===== src/rtl/pll_divider_search_core_defines.svh =====
// Assertion macros shared by the PLL divider search RTL.
`ifndef PLL_DIVIDER_SEARCH_CORE_DEFINES_SVH
`define PLL_DIVIDER_SEARCH_CORE_DEFINES_SVH
`ifndef NO_ASSERTIONS
`define PDS_ASSERT_NOW(lbl, clk, rst, ante, cons) \
  lbl: assert property (@(posedge clk) disable iff (rst) (ante) |-> (cons)) \
    else $error("same-cycle check failed");
`define PDS_ASSERT_NEXT(lbl, clk, rst, ante, cons) \
  lbl: assert property (@(posedge clk) disable iff (rst) (ante) |=> (cons)) \
    else $error("next-cycle check failed");
`else
`define PDS_ASSERT_NOW(lbl, clk, rst, ante, cons)
`define PDS_ASSERT_NEXT(lbl, clk, rst, ante, cons)
`endif
`endif


===== src/rtl/pds_pkg.sv =====
// Types and constants shared by the PLL divider search modules.
package pds_pkg;

  localparam logic [1:0] REG_REF_FREQ = 2'd0;
  localparam logic [1:0] REG_VCO_MIN  = 2'd1;
  localparam logic [1:0] REG_VCO_MAX  = 2'd2;

  localparam logic [26:0] REF_FREQ_RESET = 27'd14318180;
  localparam logic [19:0] VCO_MIN_RESET  = 20'd240000;
  localparam logic [19:0] VCO_MAX_RESET  = 20'd480000;

  localparam logic [9:0]  KHZ_TO_HZ  = 10'd1000;
  localparam logic [35:0] ERR_START  = 36'd1000000000;
  localparam logic [35:0] ERR_DONE   = 36'd1000;
  localparam logic [3:0]  N_MIN      = 4'd2;
  localparam logic [3:0]  N_MAX      = 4'd15;
  localparam logic [2:0]  D_MAX      = 3'd6;
  localparam logic [2:0]  OD_LIMIT   = 3'd3;
  localparam logic [7:0]  M_MIN      = 8'd2;
  localparam logic [3:0]  STEP_LAST  = 4'd8;

  typedef struct packed {
    logic [26:0] ref_freq_hz;
    logic [19:0] vco_min_khz;
    logic [19:0] vco_max_khz;
  } cfg_t;

  typedef struct packed {
    logic       load;
    logic       num_start;
    logic       mdiv_step;
    logic       vmul;
    logic       vdiv_step;
    logic       vcmp;
    logic       upd;
    logic       out_load;
    logic [3:0] shift;
    logic [2:0] d;
    logic [3:0] n;
  } cmd_t;

  typedef struct packed {
    logic m_ok;
    logic hit;
  } dp_flags_t;

endpackage


===== src/rtl/pds_datapath.sv =====
// Datapath of the PLL divider search: M and VCO dividers, error compare, best keeper.
module pds_datapath (
  input  logic                 clk,
  input  pds_pkg::cfg_t        cfg,
  input  pds_pkg::cmd_t        cmd,
  input  logic [18:0]          req_khz,
  output pds_pkg::dp_flags_t   status,
  output logic                 found,
  output logic [7:0]           mult_m,
  output logic [3:0]           div_n,
  output logic [2:0]           post_div_log2,
  output logic [1:0]           od_code,
  output logic [1:0]           pod_code,
  output logic [17:0]          pll_word
);

  logic [28:0] target_hz;
  logic [29:0] lo_hz;
  logic [29:0] hi_hz;
  logic [39:0] num;
  logic [8:0]  mq;
  logic [35:0] vq;
  logic [3:0]  vrem;
  logic [35:0] err;
  logic        in_win;
  logic [35:0] best_err;
  logic        best_valid;
  logic [7:0]  best_m;
  logic [3:0]  best_n;
  logic [2:0]  best_d;

  logic [35:0] t2;
  logic [39:0] num_calc;
  logic [39:0] dsh;
  logic [27:0] den;
  logic [35:0] vq_step;
  logic [3:0]  vrem_step;
  logic [4:0]  r5;
  logic [35:0] actual;
  logic [35:0] err_calc;
  logic        in_win_calc;
  logic [1:0]  od_calc;
  logic [1:0]  pod_calc;

  // Numerator of the rounded M: 2 * target * 2^d * n + ref.
  always_comb begin
    t2       = 36'({target_hz, 1'b0}) << cmd.d;
    num_calc = (40'(t2) * 40'(cmd.n)) + 40'(cfg.ref_freq_hz);
    den      = {cfg.ref_freq_hz, 1'b0};
    dsh      = 40'(den) << cmd.shift;
  end

  // Four quotient bits of the VCO division by n per step.
  always_comb begin
    vq_step   = vq;
    vrem_step = vrem;
    r5        = '0;
    for (int k = 0; k < 4; k++) begin
      r5      = {vrem_step, vq_step[35]};
      vq_step = {vq_step[34:0], 1'b0};
      if (r5 >= {1'b0, cmd.n}) begin
        r5         = r5 - {1'b0, cmd.n};
        vq_step[0] = 1'b1;
      end
      vrem_step = r5[3:0];
    end
  end

  always_comb begin
    in_win_calc = (vq >= 36'(lo_hz)) && (vq <= 36'(hi_hz));
    actual      = vq >> cmd.d;
    err_calc    = (actual >= 36'(target_hz)) ? (actual - 36'(target_hz))
                                             : (36'(target_hz) - actual);
    od_calc     = (best_d > pds_pkg::OD_LIMIT) ? 2'(pds_pkg::OD_LIMIT) : best_d[1:0];
    pod_calc    = (best_d > pds_pkg::OD_LIMIT) ? 2'(best_d - pds_pkg::OD_LIMIT) : 2'd0;
  end

  assign status.m_ok = !mq[8] && (mq[7:1] != 7'd0);
  assign status.hit  = in_win && (err < pds_pkg::ERR_DONE);

  always_ff @(posedge clk) begin
    if (cmd.load) begin
      target_hz  <= 29'(29'(req_khz) * 29'(pds_pkg::KHZ_TO_HZ));
      lo_hz      <= 30'(30'(cfg.vco_min_khz) * 30'(pds_pkg::KHZ_TO_HZ));
      hi_hz      <= 30'(30'(cfg.vco_max_khz) * 30'(pds_pkg::KHZ_TO_HZ));
      best_err   <= pds_pkg::ERR_START;
      best_valid <= 1'b0;
    end
    if (cmd.num_start) begin
      num <= num_calc;
      mq  <= '0;
    end
    // Restoring division; a set top bit means M is 256 or more.
    if (cmd.mdiv_step) begin
      if (num >= dsh) begin
        num <= num - dsh;
        mq  <= {mq[7:0], 1'b1};
      end else begin
        mq  <= {mq[7:0], 1'b0};
      end
    end
    if (cmd.vmul) begin
      vq   <= 36'(36'(cfg.ref_freq_hz) * 36'(mq[7:0]));
      vrem <= '0;
    end
    if (cmd.vdiv_step) begin
      vq   <= vq_step;
      vrem <= vrem_step;
    end
    if (cmd.vcmp) begin
      in_win <= in_win_calc;
      err    <= err_calc;
    end
    if (cmd.upd && in_win && (err < best_err)) begin
      best_err   <= err;
      best_valid <= 1'b1;
      best_m     <= mq[7:0];
      best_n     <= cmd.n;
      best_d     <= cmd.d;
    end
    if (cmd.out_load) begin
      found <= best_valid;
      if (best_valid) begin
        mult_m        <= best_m;
        div_n         <= best_n;
        post_div_log2 <= best_d;
        od_code       <= od_calc;
        pod_code      <= pod_calc;
        pll_word      <= {1'b1, 1'b0, pod_calc, od_calc, best_n, best_m};
      end else begin
        mult_m        <= '0;
        div_n         <= '0;
        post_div_log2 <= '0;
        od_code       <= '0;
        pod_code      <= '0;
        pll_word      <= '0;
      end
    end
  end

endmodule


===== src/rtl/pds_ctrl.sv =====
// Controller of the PLL divider search: candidate loop, divider step counts, handshakes.
module pds_ctrl (
  input  logic               clk,
  input  logic               rst,
  input  logic               in_valid,
  output logic               in_ready,
  output logic               out_valid,
  input  logic               out_ready,
  input  pds_pkg::dp_flags_t status,
  output pds_pkg::cmd_t      cmd
);

  typedef enum logic [3:0] {
    S_IDLE, S_NUM, S_MDIV, S_MCHK, S_VMUL, S_VDIV, S_VCMP, S_UPD, S_FIN
  } state_t;

  state_t     state;
  logic [2:0] d;
  logic [3:0] n;
  logic [3:0] step;
  logic       last_cand;
  logic       out_free;

  assign in_ready  = (state == S_IDLE);
  assign last_cand = (n == pds_pkg::N_MAX) && (d == pds_pkg::D_MAX);
  assign out_free  = !out_valid || out_ready;

  always_comb begin
    cmd           = '0;
    cmd.d         = d;
    cmd.n         = n;
    cmd.shift     = step;
    cmd.load      = (state == S_IDLE) && in_valid;
    cmd.num_start = (state == S_NUM);
    cmd.mdiv_step = (state == S_MDIV);
    cmd.vmul      = (state == S_VMUL);
    cmd.vdiv_step = (state == S_VDIV);
    cmd.vcmp      = (state == S_VCMP);
    cmd.upd       = (state == S_UPD);
    cmd.out_load  = (state == S_FIN) && out_free;
  end

  always_ff @(posedge clk) begin
    if (rst) begin
      state     <= S_IDLE;
      d         <= '0;
      n         <= pds_pkg::N_MIN;
      step      <= '0;
      out_valid <= 1'b0;
    end else begin
      if ((state == S_FIN) && out_free) begin
        out_valid <= 1'b1;
      end else if (out_valid && out_ready) begin
        out_valid <= 1'b0;
      end
      unique case (state)
        S_IDLE: begin
          if (in_valid) begin
            d     <= '0;
            n     <= pds_pkg::N_MIN;
            state <= S_NUM;
          end
        end
        S_NUM: begin
          step  <= pds_pkg::STEP_LAST;
          state <= S_MDIV;
        end
        S_MDIV: begin
          step <= step - 4'd1;
          if (step == 4'd0) begin
            state <= S_MCHK;
          end
        end
        S_MCHK: begin
          if (status.m_ok) begin
            state <= S_VMUL;
          end else if (last_cand) begin
            state <= S_FIN;
          end else begin
            state <= S_NUM;
            if (n == pds_pkg::N_MAX) begin
              n <= pds_pkg::N_MIN;
              d <= d + 3'd1;
            end else begin
              n <= n + 4'd1;
            end
          end
        end
        S_VMUL: begin
          step  <= pds_pkg::STEP_LAST;
          state <= S_VDIV;
        end
        S_VDIV: begin
          step <= step - 4'd1;
          if (step == 4'd0) begin
            state <= S_VCMP;
          end
        end
        S_VCMP: begin
          state <= S_UPD;
        end
        S_UPD: begin
          // An in-window error under 1 kHz ends the search at once.
          if (status.hit || last_cand) begin
            state <= S_FIN;
          end else begin
            state <= S_NUM;
            if (n == pds_pkg::N_MAX) begin
              n <= pds_pkg::N_MIN;
              d <= d + 3'd1;
            end else begin
              n <= n + 4'd1;
            end
          end
        end
        S_FIN: begin
          if (out_free) begin
            state <= S_IDLE;
          end
        end
        default: begin
          state <= S_IDLE;
        end
      endcase
    end
  end

endmodule


===== src/rtl/pll_divider_search_core.sv =====
// PLL divider search top level: configuration registers, controller and datapath.
// One request at a time: a candidate (d, N) runs only the 9-step M division when M is out of
// range, and both the 9-step M division and the 9-step VCO division otherwise.
// At most 98 candidates are tried, with an early stop on an in-window error below 1 kHz.
// A new request is taken while the previous result waits in the output register.
// Synchronous reset returns the controller to idle and the configuration registers to their defaults.
`include "pll_divider_search_core_defines.svh"
module pll_divider_search_core (
  input  logic        clk,
  input  logic        rst,
  input  logic        in_valid,
  output logic        in_ready,
  input  logic [18:0] req_khz,
  output logic        out_valid,
  input  logic        out_ready,
  output logic        found,
  output logic [7:0]  mult_m,
  output logic [3:0]  div_n,
  output logic [2:0]  post_div_log2,
  output logic [1:0]  od_code,
  output logic [1:0]  pod_code,
  output logic [17:0] pll_word,
  input  logic        cfg_we,
  input  logic [1:0]  cfg_index,
  input  logic [26:0] cfg_data
);

  pds_pkg::cfg_t      cfg;
  pds_pkg::cmd_t      cmd;
  pds_pkg::dp_flags_t status;
  logic               result_zero;
  logic               fields_ok;
  logic               split_ok;

  always_ff @(posedge clk) begin
    if (rst) begin
      cfg.ref_freq_hz <= pds_pkg::REF_FREQ_RESET;
      cfg.vco_min_khz <= pds_pkg::VCO_MIN_RESET;
      cfg.vco_max_khz <= pds_pkg::VCO_MAX_RESET;
    end else if (cfg_we) begin
      unique case (cfg_index)
        pds_pkg::REG_REF_FREQ: cfg.ref_freq_hz <= cfg_data;
        pds_pkg::REG_VCO_MIN:  cfg.vco_min_khz <= cfg_data[19:0];
        pds_pkg::REG_VCO_MAX:  cfg.vco_max_khz <= cfg_data[19:0];
        default: begin
        end
      endcase
    end
  end

  pds_ctrl u_ctrl (
    .clk       (clk),
    .rst       (rst),
    .in_valid  (in_valid),
    .in_ready  (in_ready),
    .out_valid (out_valid),
    .out_ready (out_ready),
    .status    (status),
    .cmd       (cmd)
  );

  pds_datapath u_datapath (
    .clk           (clk),
    .cfg           (cfg),
    .cmd           (cmd),
    .req_khz       (req_khz),
    .status        (status),
    .found         (found),
    .mult_m        (mult_m),
    .div_n         (div_n),
    .post_div_log2 (post_div_log2),
    .od_code       (od_code),
    .pod_code      (pod_code),
    .pll_word      (pll_word)
  );

  assign result_zero = (pll_word == 18'd0) && (mult_m == 8'd0) && (div_n == 4'd0) &&
                       (post_div_log2 == 3'd0);
  assign fields_ok   = pll_word[17] && (mult_m >= pds_pkg::M_MIN) &&
                       (div_n >= pds_pkg::N_MIN) && (pll_word[7:0] == mult_m);
  assign split_ok    = ((post_div_log2 <= pds_pkg::OD_LIMIT) &&
                        (od_code == post_div_log2[1:0]) && (pod_code == 2'd0)) ||
                       ((post_div_log2 > pds_pkg::OD_LIMIT) && (od_code == 2'd3) &&
                        (pod_code == 2'(post_div_log2 - pds_pkg::OD_LIMIT)));

  `PDS_ASSERT_NEXT(a_busy_after_request, clk, rst, in_valid && in_ready, !in_ready)
  `PDS_ASSERT_NOW(a_empty_result, clk, rst, out_valid && !found, result_zero)
  `PDS_ASSERT_NOW(a_found_result, clk, rst, out_valid && found, fields_ok)
  `PDS_ASSERT_NOW(a_divider_split, clk, rst, out_valid && found, split_ok)

endmodule

===== config.mk =====
export PLATFORM = sky130hd
export DESIGN_NAME = pll_divider_search_core
export DESIGN_NICKNAME = d
export VERILOG_FILES = /design/src/rtl/pds_pkg.sv /design/src/rtl/pds_datapath.sv /design/src/rtl/pds_ctrl.sv /design/src/rtl/pll_divider_search_core.sv
export VERILOG_INCLUDE_DIRS = /design/src /design/src/rtl
export SDC_FILE = /design/constraint.sdc
export NUM_CORES = 2
export LEC_CHECK = 0
export BUFFER_PORTS_ARGS = -buffer_cell sky130_fd_sc_hd__buf_4
export CAP_MARGIN = 20
export CELL_PAD_IN_SITES_DETAIL_PLACEMENT = 1
export CELL_PAD_IN_SITES_GLOBAL_PLACEMENT = 1
export CORE_UTILIZATION = 30
export DETAILED_ROUTE_END_ITERATION = 6
export PLACE_DENSITY_LB_ADDON = 0.1
export SYNTH_ARGS = -nofsm -noshare
export SYNTH_HDL_FRONTEND = slang
export SYNTH_SLANG_ARGS = --single-unit

===== constraint.sdc =====
create_clock -name clk -period 6.5 [get_ports clk]
set_input_delay 0.975 -clock clk [delete_from_list [all_inputs] [get_ports clk]]
set_output_delay 0.975 -clock clk [all_outputs]
set_load 0.01 [all_outputs]

==> impl_metrics.yaml <==
power:
  peakVddDrop_mv: 0.327
  power_uw: 23300
  p_leak_uw: 0.0230
  p_per_area_mw_per_mm2: 460
place:
  dp.cells: 7010
  dp_hpwl_mm: 124
  port_buffers: 91
  dpl_cell_area_mm2: 0.0487
  gp_congestion: 0.874
cts:
  h-tree-depth: 2
  cts-root-buf: "clkbuf_16"
  tritoncts: "built"
  cts_sinks: 361
  clk-insertion-delay-late_ns: 0.66
  clkTransAtPathRegs_ns: 0.06
  cts_inserted_buffers: 51
  cts.path.max_buffers: 3
final_layout:
  stdcell_count: 7121
  syn2layout_area_growth_pct: 11.2
  nNetsFinal: 6047
  final_common_cell: "nand2_1"
  final_cell_mix: "678 x nand2_1, 629 x inv_1, 489 x ha_1, 443 x fa_1, 326 x a21oi_1"
  fillers: 17400
  drive_above_1_share: 0.0880
  fin_area_mm2: 0.0506
grt:
  grt.total_usage: 0.204
  grt_start_max_net_pins: 60
  overflow: 0
  grt_pass1_wl_mm: 238
  antenna_found_initial: 13
  first_global_vias: 38700
setup_path:
  cp-end-kind: "flip-flop"
  r2r_slack_ns: 0.17
  critPathLaunchType: "flip-flop"
  cpMostUsedCell: "o21a_1"
  rr_worst_depth: 30
  rr_startpoint: "u_datapath.vrem[0]$_SDFFCE_PN0P_"
  cpMaxStageDelayCell: "edfxtp_1"
  worstPathRequired_ns: 6.85
  arrival_ns: 6.67
  cp-endpoint: "u_datapath.vrem[1]$_SDFFCE_PN0P_"
  reg2reg_to: "u_datapath.vrem[1]$_SDFFCE_PN0P_"
  critPathLaunch: "u_datapath.vrem[0]$_SDFFCE_PN0P_"
  critPathKind: "flip-flop to flip-flop"
  cp_max_fo: 7
  max_stage_delay_ns: 0.47
floorplan:
  die_x_um: 392
  fp.coreArea_mm2: 0.150
  die_y_um: 392
  initial_core_util: 0.303
  rows: 142
  io_pins: 93
  dieArea_mm2: 0.153
sta:
  worst_pin_slew_ns: 1.13
  finalWorstPathRequiredPeriod_ns: 6.33
  finalHoldViolCount: 0
  slew_headroom: 0.241
  max_freq_mhz: 158
  setup_violations: 0
  fin_skew_ns: 0.0416
  finalMaxSlewViolations: 0
  post-route-period-util: 0.973
synth:
  ys_types: 100
  seq_area_frac_synth: 0.211
  synth-main-ff-cell: "edfxtp_1"
  syn_inst: 5019
  syn_nets: 6007
  syn_area_mm2: 0.0455
  avgSynthCellArea_um2: 9.07
  synth_edf_count: 238
  ys_warn_count: 0
  synthArstFlopShare: 0
  ys_seq_elements: 361
routing:
  drc: 0
  via_per_inst: 5.02
  wl_mm: 153
  avgRoutedWirePerCell_um: 21.6
  ant_nets: 0
  firstDrtPassIters: 7
  drtIter0Drc: 1929
  dr_total_vias: 35800
hold_path:
  hold_class: "flip-flop to flip-flop"
outcome:
  status: "finished, final reports clean"
flow_run:
  cap_violations: 0
layout make-up:
| type | count | area, um2 | area share |
|---|---|---|---|
| Clock inverter | 29 | 274 | 0.00541 |
| Inverter | 635 | 2380 | 0.0471 |
| Tap cell | 2016 | 2520 | 0.0498 |
| Antenna cell | 5 | 12.5 | 0.000247 |
| Multi-Input combinational cell | 3797 | 32700 | 0.646 |
| Sequential cell | 361 | 9620 | 0.190 |
| Timing Repair Buffer | 213 | 1700 | 0.0336 |
| Clock buffer | 65 | 1410 | 0.0279 |
cell usage after synthesis, drive strengths merged, types with 47 or more instances:
cell type / instances / area share
nand2: 679 / 0.056
inv: 633 / 0.052
ha: 492 / 0.14
fa: 443 / 0.19
a21oi: 329 / 0.036
edfxtp: 238 / 0.16
nor2: 233 / 0.019
o21ai: 180 / 0.020
and2: 169 / 0.023
clkbuf: 167 / 0.014
a21o: 127 / 0.021
dfxtp: 123 / 0.054
xnor2: 122 / 0.023
a211oi: 68 / 0.011
nor3: 68 / 0.0075
xor2: 65 / 0.013
nand3: 62 / 0.0068
buf: 59 / 0.0073
mux2i: 55 / 0.012
mux4: 53 / 0.027
nand2b: 47 / 0.0065
stage by stage:
stage	hold slack [ns]	worst slack [ns]	utilization	setup TNS [ns]
floorplan	0.406	0.0308	-	0
global placement	0.457	0.111	0.324	0
detailed placement	0.468	0.00776	0.324	0
CTS	0.482	0.0574	0.335	0
global route	0.510	-0.0925	0.337	-0.207
finish	0.475	0.174	0.337	0
how the worst min path moves through the flow:
stage	startpoint	end	slack, ns	depth (start not counted)
final	cfg[57]$_SDFFE_PP1P_	cfg[57]$_SDFFE_PP1P_	0.47	2
after global routing	cfg[57]$_SDFFE_PP1P_	cfg[57]$_SDFFE_PP1P_	0.51	2
after CTS	cfg[57]$_SDFFE_PP1P_	cfg[57]$_SDFFE_PP1P_	0.48	2
after detailed placement	cfg[57]$_SDFFE_PP1P_	cfg[57]$_SDFFE_PP1P_	0.47	2
after global placement	cfg[57]$_SDFFE_PP1P_	cfg[57]$_SDFFE_PP1P_	0.46	2
after floorplan	u_ctrl.n[2]$_SDFFE_PP0P_	u_datapath.best_n[2]$_DFFE_PP_	0.41	0
worst max-delay path: cells and delay by family, from the launching register on:
kind	cells	cell delay [ns]
multiplexers	5	1.13
adder cells (fa/ha/maj)	4	1.05
flip-flops	1	0.47
buffers and inverters	3	0.30
AND/OR/NAND/NOR	6	0.61
AO/OA/AOI/OAI	12	2.49
per-layer routing:
layer	wire, um	up-vias	global-route usage
li1	-	17200	-
met1	71300	18000	0.271
met2	74300	435	0.351
met3	4930	127	0.0251
met4	2960	2	0.0426
met5	12	-	0
report_power, final:
| group | internal (uW) | total, uW | switching, uW |
|---|---|---|---|
| Combinational | 6650 | 16500 | 9890 |
| Sequential | 3400 | 3860 | 453 |
| Clock | 1690 | 2900 | 1210 |
registers in the layout (all words and copies together) (netlist names), 26 cells and up:
signal,cells
u_datapath.best_err,36
u_datapath.target_hz,26
u_datapath.err,36
cfg,67
u_datapath.vq,36
u_datapath.lo_hz,27
u_datapath.hi_hz,27
u_datapath.num,40
cells by family (layout without fill, tap and decap cells):
kind of cell	Yosys count	in the layout	synth area share
other	1	6	0.0000824
buffers and inverters	861	942	0.0735
DFF	361	361	0.211
and+or+nand+nor	1506	1506	0.156
muxes	133	133	0.0454
adders and majority gates	935	935	0.330
AOI/OAI and AO/OA	1035	1035	0.148
xor gates and xnor gates	187	187	0.0360
timing repair:
item / CTS / global route
gates resized for setup: 1 / 12
endpoints found under the setup margin: 2 / 7
endpoints found under the hold margin: 0 / 0
buffers inserted: 0 / 11
pin swaps: 0 / 13
hold buffers: 0 / 0
Note: power is estimated with default switching activity, not from simulation.
